`config.mk`:
```
export PLATFORM = sky130hd
export DESIGN_NAME = gcd_register_peripheral
export DESIGN_NICKNAME = d
export VERILOG_FILES = /design/src/gcdp_pkg.sv /design/src/gcdp_ctrl.sv /design/src/gcdp_datapath.sv /design/src/gcd_register_peripheral.sv
export SDC_FILE = /design/constraint.sdc
export NUM_CORES = 1
export LEC_CHECK = 0
export BUFFER_PORTS_ARGS = -buffer_cell sky130_fd_sc_hd__buf_2
export CAP_MARGIN = 20
export CORE_MARGIN = 2
export CORE_UTILIZATION = 35
export DETAILED_ROUTE_END_ITERATION = 6
export GPL_ROUTABILITY_DRIVEN = 1
export GPL_TIMING_DRIVEN = 0
export SYNTH_ARGS = -nofsm -noshare
export SYNTH_HDL_FRONTEND = slang
export SYNTH_SLANG_ARGS = --single-unit
export TNS_END_PERCENT = 1
```
`constraint.sdc`:
```
create_clock -name clk -period 3.34 [get_ports clk]
set_input_delay 0.167 -clock clk [delete_from_list [all_inputs] [get_ports clk]]
set_output_delay 0.167 -clock clk [all_outputs]
set_load 0.02 [all_outputs]
```
`src/gcdp_pkg.sv`:
```
package gcdp_pkg;

  // register map, word offsets
  typedef enum logic [1:0] {
    OFS_STATUS = 2'd0,
    OFS_X      = 2'd1,
    OFS_Y      = 2'd2,
    OFS_RESULT = 2'd3
  } gcdp_ofs_t;

  // access kind
  localparam logic ACT_READ  = 1'b0;
  localparam logic ACT_WRITE = 1'b1;

  // status register bits
  localparam int STATUS_DONE_BIT  = 0;
  localparam int STATUS_READY_BIT = 1;

  // bus-side word width
  localparam int BUS_WIDTH = 32;

  // controller states
  typedef enum logic [1:0] {
    ST_IDLE = 2'b01,
    ST_BUSY = 2'b10
  } gcdp_state_t;

  // controller to datapath
  typedef struct packed {
    logic access;   // input transfer taken this cycle
    logic step;     // advance the gcd engine by one step
    logic finish;   // store result, set done, load zero response
  } gcdp_cmd_t;

  // datapath to controller
  typedef struct packed {
    logic engine_done;  // one of the engine operands reached zero
  } gcdp_sts_t;

endpackage

```
`src/gcdp_ctrl.sv`:
```
module gcdp_ctrl (
  input  logic                  clk,
  input  logic                  rst_n,
  input  logic                  in_tvalid,
  output logic                  in_tready,
  input  logic                  action,
  input  gcdp_pkg::gcdp_ofs_t   word_offset,
  output logic                  out_tvalid,
  input  logic                  out_tready,
  output gcdp_pkg::gcdp_cmd_t   cmd,
  input  gcdp_pkg::gcdp_sts_t   sts
);
  import gcdp_pkg::*;

  gcdp_state_t state_r, state_nxt;
  logic        out_valid_r, out_valid_nxt;
  logic        out_free;
  logic        acc;
  logic        is_y_wr;

  assign out_free  = !out_valid_r || out_tready;
  assign in_tready = (state_r == ST_IDLE) && out_free;
  assign acc       = in_tvalid && in_tready;
  assign is_y_wr   = (action == ACT_WRITE) && (word_offset == OFS_Y);

  always_comb begin
    cmd.access = acc;
    cmd.step   = (state_r == ST_BUSY) && !sts.engine_done;
    cmd.finish = (state_r == ST_BUSY) && sts.engine_done && out_free;
  end

  always_comb begin
    state_nxt = state_r;
    case (state_r)
      ST_IDLE: begin
        if (acc && is_y_wr) state_nxt = ST_BUSY;
      end
      ST_BUSY: begin
        if (cmd.finish) state_nxt = ST_IDLE;
      end
      default: state_nxt = ST_IDLE;
    endcase
  end

  always_comb begin
    out_valid_nxt = out_valid_r;
    if ((acc && !is_y_wr) || cmd.finish) begin
      out_valid_nxt = 1'b1;
    end else if (out_tready) begin
      out_valid_nxt = 1'b0;
    end
  end

  always_ff @(posedge clk) begin
    if (!rst_n) begin
      state_r     <= ST_IDLE;
      out_valid_r <= 1'b0;
    end else begin
      state_r     <= state_nxt;
      out_valid_r <= out_valid_nxt;
    end
  end

  assign out_tvalid = out_valid_r;

endmodule

```
`src/gcdp_datapath.sv`:
```
module gcdp_datapath #(
  parameter int DATA_WIDTH = 32
) (
  input  logic                              clk,
  input  logic                              rst_n,
  input  gcdp_pkg::gcdp_cmd_t               cmd,
  input  logic                              action,
  input  gcdp_pkg::gcdp_ofs_t               word_offset,
  input  logic [gcdp_pkg::BUS_WIDTH-1:0]    write_data,
  output gcdp_pkg::gcdp_sts_t               sts,
  output logic [gcdp_pkg::BUS_WIDTH-1:0]    read_data
);
  import gcdp_pkg::*;

  localparam int KW = $clog2(DATA_WIDTH + 1);

  logic [DATA_WIDTH-1:0] x_r, x_nxt;
  logic [DATA_WIDTH-1:0] y_r, y_nxt;
  logic [DATA_WIDTH-1:0] res_r, res_nxt;
  logic                  done_r, done_nxt;
  logic [DATA_WIDTH-1:0] a_r, a_nxt;
  logic [DATA_WIDTH-1:0] b_r, b_nxt;
  logic [KW-1:0]         k_r, k_nxt;
  logic [BUS_WIDTH-1:0]  rdata_r, rdata_nxt;

  logic [DATA_WIDTH-1:0] wdata;
  logic [DATA_WIDTH-1:0] diff;
  logic                  a_ge_b;
  logic [BUS_WIDTH-1:0]  rd;

  assign wdata  = DATA_WIDTH'(write_data);
  assign a_ge_b = a_r >= b_r;
  assign diff   = a_ge_b ? (a_r - b_r) : (b_r - a_r);

  assign sts.engine_done = (a_r == '0) || (b_r == '0);

  // read mux, zero on writes
  always_comb begin
    rd = '0;
    if (action == ACT_READ) begin
      case (word_offset)
        OFS_STATUS: begin
          rd[STATUS_DONE_BIT]  = done_r;
          rd[STATUS_READY_BIT] = 1'b1;
        end
        OFS_X:      rd = BUS_WIDTH'(x_r);
        OFS_Y:      rd = BUS_WIDTH'(y_r);
        OFS_RESULT: rd = BUS_WIDTH'(res_r);
        default:    rd = '0;
      endcase
    end
  end

  always_comb begin
    x_nxt     = x_r;
    y_nxt     = y_r;
    res_nxt   = res_r;
    done_nxt  = done_r;
    a_nxt     = a_r;
    b_nxt     = b_r;
    k_nxt     = k_r;
    rdata_nxt = rdata_r;

    if (cmd.access) begin
      rdata_nxt = rd;
      if (action == ACT_WRITE) begin
        case (word_offset)
          OFS_X: x_nxt = wdata;
          OFS_Y: begin
            y_nxt = wdata;
            a_nxt = x_r;
            b_nxt = wdata;
            k_nxt = '0;
          end
          default: ;
        endcase
      end else if (word_offset == OFS_RESULT) begin
        done_nxt = 1'b0;
      end
    end

    // binary gcd step: strip common twos, then halve or subtract-and-halve
    if (cmd.step) begin
      if (!a_r[0] && !b_r[0]) begin
        a_nxt = a_r >> 1;
        b_nxt = b_r >> 1;
        k_nxt = k_r + KW'(1);
      end else if (!a_r[0]) begin
        a_nxt = a_r >> 1;
      end else if (!b_r[0]) begin
        b_nxt = b_r >> 1;
      end else if (a_ge_b) begin
        a_nxt = diff >> 1;
      end else begin
        b_nxt = diff >> 1;
      end
    end

    // one operand is zero, the other holds the odd part
    if (cmd.finish) begin
      res_nxt   = (a_r | b_r) << k_r;
      done_nxt  = 1'b1;
      rdata_nxt = '0;
    end
  end

  always_ff @(posedge clk) begin
    if (!rst_n) begin
      x_r    <= '0;
      y_r    <= '0;
      res_r  <= '0;
      done_r <= 1'b0;
    end else begin
      x_r    <= x_nxt;
      y_r    <= y_nxt;
      res_r  <= res_nxt;
      done_r <= done_nxt;
    end
  end

  always_ff @(posedge clk) begin
    a_r     <= a_nxt;
    b_r     <= b_nxt;
    k_r     <= k_nxt;
    rdata_r <= rdata_nxt;
  end

  assign read_data = rdata_r;

endmodule

```
`src/gcd_register_peripheral.sv`:
```
// channel | direction | tdata              | tuser
// --------+-----------+--------------------+------------------------------
// in_     | slave     | [31:0] write_data  | [0] action, [2:1] word_offset
// out_    | master    | [31:0] read_data   | none
//
// each transfer on in_ gives exactly one transfer on out_, in order
// reads, and writes other than y: response registered in the cycle after the transfer
// y write: gcd runs on a binary-gcd step unit, one step per cycle,
// at most 2*DATA_WIDTH steps, then the result is stored once out_ is free; response follows
// one access is in flight at a time; in_tready is low while the gcd runs
// out_tready low with a response waiting holds the response register and stalls in_
// rst_n synchronous: clears operands, result, done flag and all valids
module gcd_register_peripheral #(
  parameter int DATA_WIDTH = 32
) (
  input  logic        clk,
  input  logic        rst_n,
  input  logic        in_tvalid,
  output logic        in_tready,
  input  logic [31:0] in_tdata,   // [31:0] write_data
  input  logic [2:0]  in_tuser,   // [0] action, [2:1] word_offset
  output logic        out_tvalid,
  input  logic        out_tready,
  output logic [31:0] out_tdata   // [31:0] read_data
);
  import gcdp_pkg::*;

  gcdp_cmd_t cmd;
  gcdp_sts_t sts;
  gcdp_ofs_t word_offset;
  logic      action;

  // access decode from the sideband
  assign action      = in_tuser[0];
  assign word_offset = gcdp_ofs_t'(in_tuser[2:1]);

  // sequencing and handshake
  gcdp_ctrl u_ctrl (
    .clk         (clk),
    .rst_n       (rst_n),
    .in_tvalid   (in_tvalid),
    .in_tready   (in_tready),
    .action      (action),
    .word_offset (word_offset),
    .out_tvalid  (out_tvalid),
    .out_tready  (out_tready),
    .cmd         (cmd),
    .sts         (sts)
  );

  // register file, gcd engine and response register
  gcdp_datapath #(
    .DATA_WIDTH (DATA_WIDTH)
  ) u_datapath (
    .clk         (clk),
    .rst_n       (rst_n),
    .cmd         (cmd),
    .action      (action),
    .word_offset (word_offset),
    .write_data  (in_tdata),
    .sts         (sts),
    .read_data   (out_tdata)
  );

endmodule

```
Word level (Yosys, flattened, before mapping). Cells that the tools add are included.

Output and inout port bits: 34. Bits of input ports: 39. Register bits: 202. Logic and storage cells: 85.

Order comparisons: 1. Mux-type cells: 34. Shift operators: 1. Bitwise gates (word level): 1. Add/subtract/negate cells: 3. Reduce and logical (&&, ||, !) cells: 27. Equal/unequal tests: 8.

Operators by type and width (count): $mux 32 (18); $pmux 30 s3 (1); $logic_not 32->1 (2); $sub 32x32->32 (2); $ge 32x32->1 (1); $or 32x32->32 (1); $shl 32x6->32 (1); $mux 6 (5); $logic_and 1x1->1 (9); $reduce_and 3->1 (3); $pmux 2 s4 (1); $add 6x1->6 const B (1); $eq 2x2->1 const B (3); $mux 1 (6); $reduce_bool 2->1 (3); $logic_not 1->1 (5); $eq 2x1->1 const B (2); $mux 2 (2); $ne 2x1->1 const B (2); $pmux 2 s2 (1); $logic_or 1x1->1 (3); $logic_not 2->1 (1); $ne 2x2->1 const B (1); $reduce_and 2->1 (1).

Depth between registers and ports, before layout.
Depth in word-level cells: 10. Mapped depth: 15. Gate-level depth less buffers: 12.

Cells and area by module. A second synthesis with hierarchy kept.

Cell total of the unflattened synthesis: 1869. Area total of the unflattened synthesis: 15013.1 µm².

Modules (own cells, without submodules): gcdp_datapath (seq. area each 3983.8 µm², cells each 1848, area an instance 14808.0 µm², instances 1); gcdp_ctrl (seq. area each 60.1 µm², cells each 21, area an instance 205.2 µm², instances 1).

Worst setup path after synthesis. Ideal clock, no wire load.

Path kind: register to register. Start: reg u_datapath.a_r[0]. End: reg u_datapath.b_r[20]. Path slack: 0.307 ns. Clock period less this slack: 3.033 ns. Library setup time: 0.122 ns. Path buffers: 2. Stages on the path, launching flop included: 15. Required time: 3.218 ns. Arrival time: 2.912 ns. Path through: dfxtp_1 > buf_2 > inv_1 > ha_1 > fa_1 > o21bai_1 > a21oi_2 > o221ai_2 > a2111oi_2 > o211a_1 > nor4_4 > nor3_4 > buf_6 > o22ai_1 > a21oi_1.

Longest elaborated chain between the ends: 7. Elaborated cells on any way between the ends: 15. Classes of those cells: 2 x add/sub; 1 x order compare; 6 x mux; 6 x reduce/logical.

Ends and longest elaborated chain: from (decl) (RTL line gcdp_datapath.sv:21) `logic [DATA_WIDTH-1:0] a_r, a_nxt;`; from (signal assigned) (RTL line gcdp_datapath.sv:122) `a_r <= a_nxt;`; $sub 32x32->32 / $ge 32x32->1 (equally long branches) (RTL line gcdp_datapath.sv:33, gcdp_datapath.sv:32); $mux 32 (RTL line gcdp_datapath.sv:33) `assign diff = a_ge_b ? (a_r - b_r) : (b_r - a_r);`; $mux 32 (RTL line gcdp_datapath.sv:92) `end else if (a_ge_b) begin`; $mux 32 (RTL line gcdp_datapath.sv:90) `end else if (!b_r[0]) begin`; $mux 32 (RTL line gcdp_datapath.sv:88) `end else if (!a_r[0]) begin`; $mux 32 (RTL line gcdp_datapath.sv:84) `if (!a_r[0] && !b_r[0]) begin`; $mux 32 * (RTL line gcdp_datapath.sv:83) `if (cmd.step) begin`; named net u_datapath.b_nxt[20] (RTL line gcdp_datapath.sv:22) `logic [DATA_WIDTH-1:0] b_r, b_nxt;`; to (signal assigned) (RTL line gcdp_datapath.sv:123) `b_r <= b_nxt;`; to (decl) (RTL line gcdp_datapath.sv:22).

The timed path passes the listed nets; every way through them passes the cells marked *. A chain may end at the register's enable or synchronous reset.

Worst setup path after layout.
Start: reg u_ctrl.out_valid_r, in the netlist u_ctrl.out_tvalid. End: reg u_datapath.y_r[31].

Longest elaborated chain between the ends: 5.

Ends and longest elaborated chain: from (decl) (RTL line gcdp_ctrl.sv:16) `logic out_valid_r, out_valid_nxt;`; from (signal assigned) (RTL line gcdp_ctrl.sv:60) `out_valid_r <= out_valid_nxt;`; $logic_not 1->1 (RTL line gcdp_ctrl.sv:21) `assign out_free = !out_valid_r || out_tready;`; $logic_or 1x1->1 (RTL line gcdp_ctrl.sv:21); $logic_and 1x1->1 (RTL line gcdp_ctrl.sv:22) `assign in_tready = (state_r == ST_IDLE) && out_free;`; $logic_and 1x1->1 (RTL line gcdp_ctrl.sv:23) `assign acc = in_tvalid && in_tready;`; $reduce_and 3->1 (no line); to (signal assigned) (RTL line gcdp_datapath.sv:115) `y_r <= y_nxt;`; to (decl) (RTL line gcdp_datapath.sv:18) `logic [DATA_WIDTH-1:0] y_r, y_nxt;`.

No other way between the ends.

==> impl_metrics.json <==
{
  "fillCellCount": 4129,
  "fp.coreArea_um2": 40800,
  "worstSkewPairLatency_ns": 0.54,
  "critical_path.n_buffers_inverters": 2,
  "setup.worst_path.class": "flip-flop to flip-flop",
  "setup_viol": 24,
  "arrival_ns": 3.86,
  "slew-limit-headroom": 0.460,
  "effective_utilization_at_floorplan": 0.355,
  "stdcell_count": 2512,
  "dr_total_vias": 14600,
  "yosysUniqueCellTypes": 83,
  "cp_common_cell": "sky130_fd_sc_hd__nand2_1",
  "run_status": "finished, violations left",
  "drt-initial-drc-count": 1701,
  "tritoncts_clock_tree": "built",
  "place.detailed.instances": 2421,
  "timing.critical_path.slowest_stage_cell": "sky130_fd_sc_hd__clkbuf_1",
  "antenna_cells_inserted": 0,
  "cp-start-kind": "flip-flop",
  "hold_path_class": "input pin to flip-flop",
  "worst_path_largest_cell_delay_ns": 0.60,
  "design_area_um2": 17200,
  "area_growth_pct": 18.7,
  "groute.usage.overall": 0.266,
  "drt_drc_violations_left": 0,
  "portBuffers": 69,
  "final_max_slew_viol_count": 0,
  "fin_crit_ns": 3.40,
  "r2r_cells": 8,
  "critPathMaxFanout": 10,
  "yosysSeqAreaShare": 0.279,
  "grt_max_degree": 14,
  "vdd.ir_drop.worst_v": 0.000283,
  "final_common_cell": "sky130_fd_sc_hd__nand2_1",
  "ioPinCount": 73,
  "first_global_vias": 14100,
  "dominantRegCellSynth": "sky130_fd_sc_hd__dfxtp_1",
  "gp_routability_congestion": 1.02,
  "regToRegSetupSlack_ns": -0.06,
  "power.density_nw_per_um2": 637,
  "num-nets-final": 2102,
  "clock_sink_count": 202,
  "synth-edff-count": 0,
  "htreeDepth": 1,
  "wire_length_of_the_first_global_routing_pass_um": 88500,
  "antenna_found_initial": 0,
  "hold-path-cell-count": 4,
  "required_ns": 3.80,
  "syn-num-nets": 1957,
  "clock_buffers_created_by_tritoncts": 23,
  "violations": "setup timing",
  "antenna_violating_nets_post_route": 0,
  "worstPathCellList": "nor2b_1, nor3b_2, nand2_1, nor2_2, clkbuf_1, buf_1, nand2_1, a21boi_0",
  "async_flop_share": 0,
  "clock_tree.buffer_depth": 3,
  "critPathTopFamily": "simple AND/OR/NAND/NOR gates",
  "synthCells": 1820,
  "dpl_wire_length_um": 47600,
  "chipWidth_um": 208,
  "fmax_ghz": 0.294,
  "detail_route.vias_per_cell": 5.82,
  "cts_root_buffer": "sky130_fd_sc_hd__clkbuf_16",
  "yosys_warnings": 0,
  "dp_worst_setup_slack_ns": -0.622,
  "placedInstanceArea_um2": 15500,
  "drt-total-wl_um": 59500,
  "layout_setup_ws_ns": -0.0585,
  "synth.cell_area_um2": 14500,
  "placementRows": 74,
  "worstSetupEndpointType": "flip-flop",
  "max_cap_violations": 0,
  "cellLeakagePower_nw": 6.53,
  "rsz_0062_raised_after_global_routing": "true",
  "die_y_um": 208,
  "gr-total-overflow": 0,
  "drive_gt1_frac": 0.177,
  "dr.pass1.iters": 6,
  "design.die.area_um2": 43100,
  "report.final.hold_viol_count": 0,
  "wire_per_inst_um": 23.7,
  "cts_clk_pin_slew_worst_paths_ns": 0.06,
  "clock_skew_ns": 0.0191,
  "min_period_over_period": 1.02,
  "postSynthRegisterBits": 202,
  "worst_slew_pin_slew_ns": 0.808,
  "critical_path_cell_count": 8,
  "synthesis.area_per_instance_um2": 7.96,
  "mostFrequentLayoutCells": "sky130_fd_sc_hd__nand2_1, sky130_fd_sc_hd__dfxtp_1, sky130_fd_sc_hd__nor2_1, sky130_fd_sc_hd__a21oi_1, sky130_fd_sc_hd__inv_1"
}
==> cells by family (layout without fill, tap and decap cells) <==
logic type | count (synthesis) | in the layout | share of synthesized area
compound gates | 537 | 537 | 0.258
xor+xnor | 57 | 57 | 0.0344
fa+ha+maj | 98 | 98 | 0.0856
buf+inv | 229 | 389 | 0.0641
flops | 202 | 202 | 0.279
mux | 101 | 101 | 0.0905
simple gates | 596 | 596 | 0.188
==> final cells by class <==
type,count,area (µm²),share of cell area
Multi-Input combinational cell,1389,9870,0.574
Timing Repair Buffer,121,832,0.0484
Inverter,106,400,0.0233
Tap cell,532,666,0.0387
Sequential cell,202,4080,0.237
Clock inverter,9,108,0.00625
Buffer,122,581,0.0337
Clock buffer,31,666,0.0387
==> power by group <==
part / switching [mW] / internal (mW)
registers: 0.297 / 2.59
logic: 3.36 / 2.06
clock network: 1.10 / 1.55
==> what timing repair did <==
| item | in CTS | in global routing |
|---|---|---|
| endpoints found under the hold margin | 36 | 0 |
| setup buffers | 9 | 10 |
| endpoints found under the setup margin | 76 | 92 |
| gates cloned | 0 | 1 |
| hold buffers | 32 | 0 |
| pin swaps | 12 | 16 |
| resized for setup | 51 | 69 |
==> metrics by stage <==
step	util	power [mW]	TNS, ns	hold slack [ns]
global placement	0.380	7.75	-24.10	0.433
detailed placement	0.380	7.76	-23.57	0.445
global route	0.421	11.4	-3.17	0.0621
CTS	0.413	10.6	-0.0108	0.0442
finish	0.421	11.0	-0.679	0.0493
floorplan	-	6.24	0	0.312
==> worst paths after layout <==
| check | start | endpoint |
|---|---|---|
| setup / recovery | u_ctrl.out_tvalid | u_datapath.y_r[31] |
| setup reg to reg | u_ctrl.out_tvalid | u_datapath.y_r[31] |
| hold / removal | in_tuser[0] | u_datapath.read_data[0] |
| hold reg to reg | u_datapath.y_r[9] | u_datapath.y_r[9] |
==> synthesized netlist by cell type, types with 29 or more instances <==
cell type / count / area share
sky130_fd_sc_hd__nand2_1: 276 / 0.071
sky130_fd_sc_hd__dfxtp_1: 202 / 0.28
sky130_fd_sc_hd__nor2_1: 156 / 0.040
sky130_fd_sc_hd__a21oi_1: 137 / 0.047
sky130_fd_sc_hd__ha_1: 96 / 0.083
sky130_fd_sc_hd__inv_1: 94 / 0.024
sky130_fd_sc_hd__clkbuf_1: 79 / 0.020
sky130_fd_sc_hd__a21boi_0: 69 / 0.036
sky130_fd_sc_hd__a22oi_1: 56 / 0.029
sky130_fd_sc_hd__o21ai_0: 54 / 0.019
sky130_fd_sc_hd__xnor2_1: 52 / 0.031
sky130_fd_sc_hd__nor2b_1: 45 / 0.019
sky130_fd_sc_hd__mux2_2: 40 / 0.031
sky130_fd_sc_hd__mux2i_1: 40 / 0.028
sky130_fd_sc_hd__a221o_1: 29 / 0.020
sky130_fd_sc_hd__nor4_1: 29 / 0.013
==> metal layers <==
layer	wire length, µm	vias up	track usage
met5	0	-	0
met4	2780	0	0.109
met3	4540	141	0.0365
met2	27200	698	0.435
met1	25000	7028	0.352
li1	-	6758	-
==> state kept, by name, summed over array words and instances (netlist names) <==
name                  count
u_ctrl.out_tvalid         1
u_ctrl.state_r            2
u_datapath.a_r           32
u_datapath.b_r           32
u_datapath.done_r         1
u_datapath.k_r            6
u_datapath.read_data     32
u_datapath.res_r         32
u_datapath.x_r           32
u_datapath.y_r           32
==> worst min-delay path, delay by kind of cell <==
| family | cells | cell delay [ns] |
|---|---|---|
| and+or+nand+nor | 2 | 0.18 |
| buffers and inverters | 1 | 0.13 |
| AOI/OAI and AO/OA | 1 | 0.06 |
Note: power is estimated with default switching activity, not from simulation.
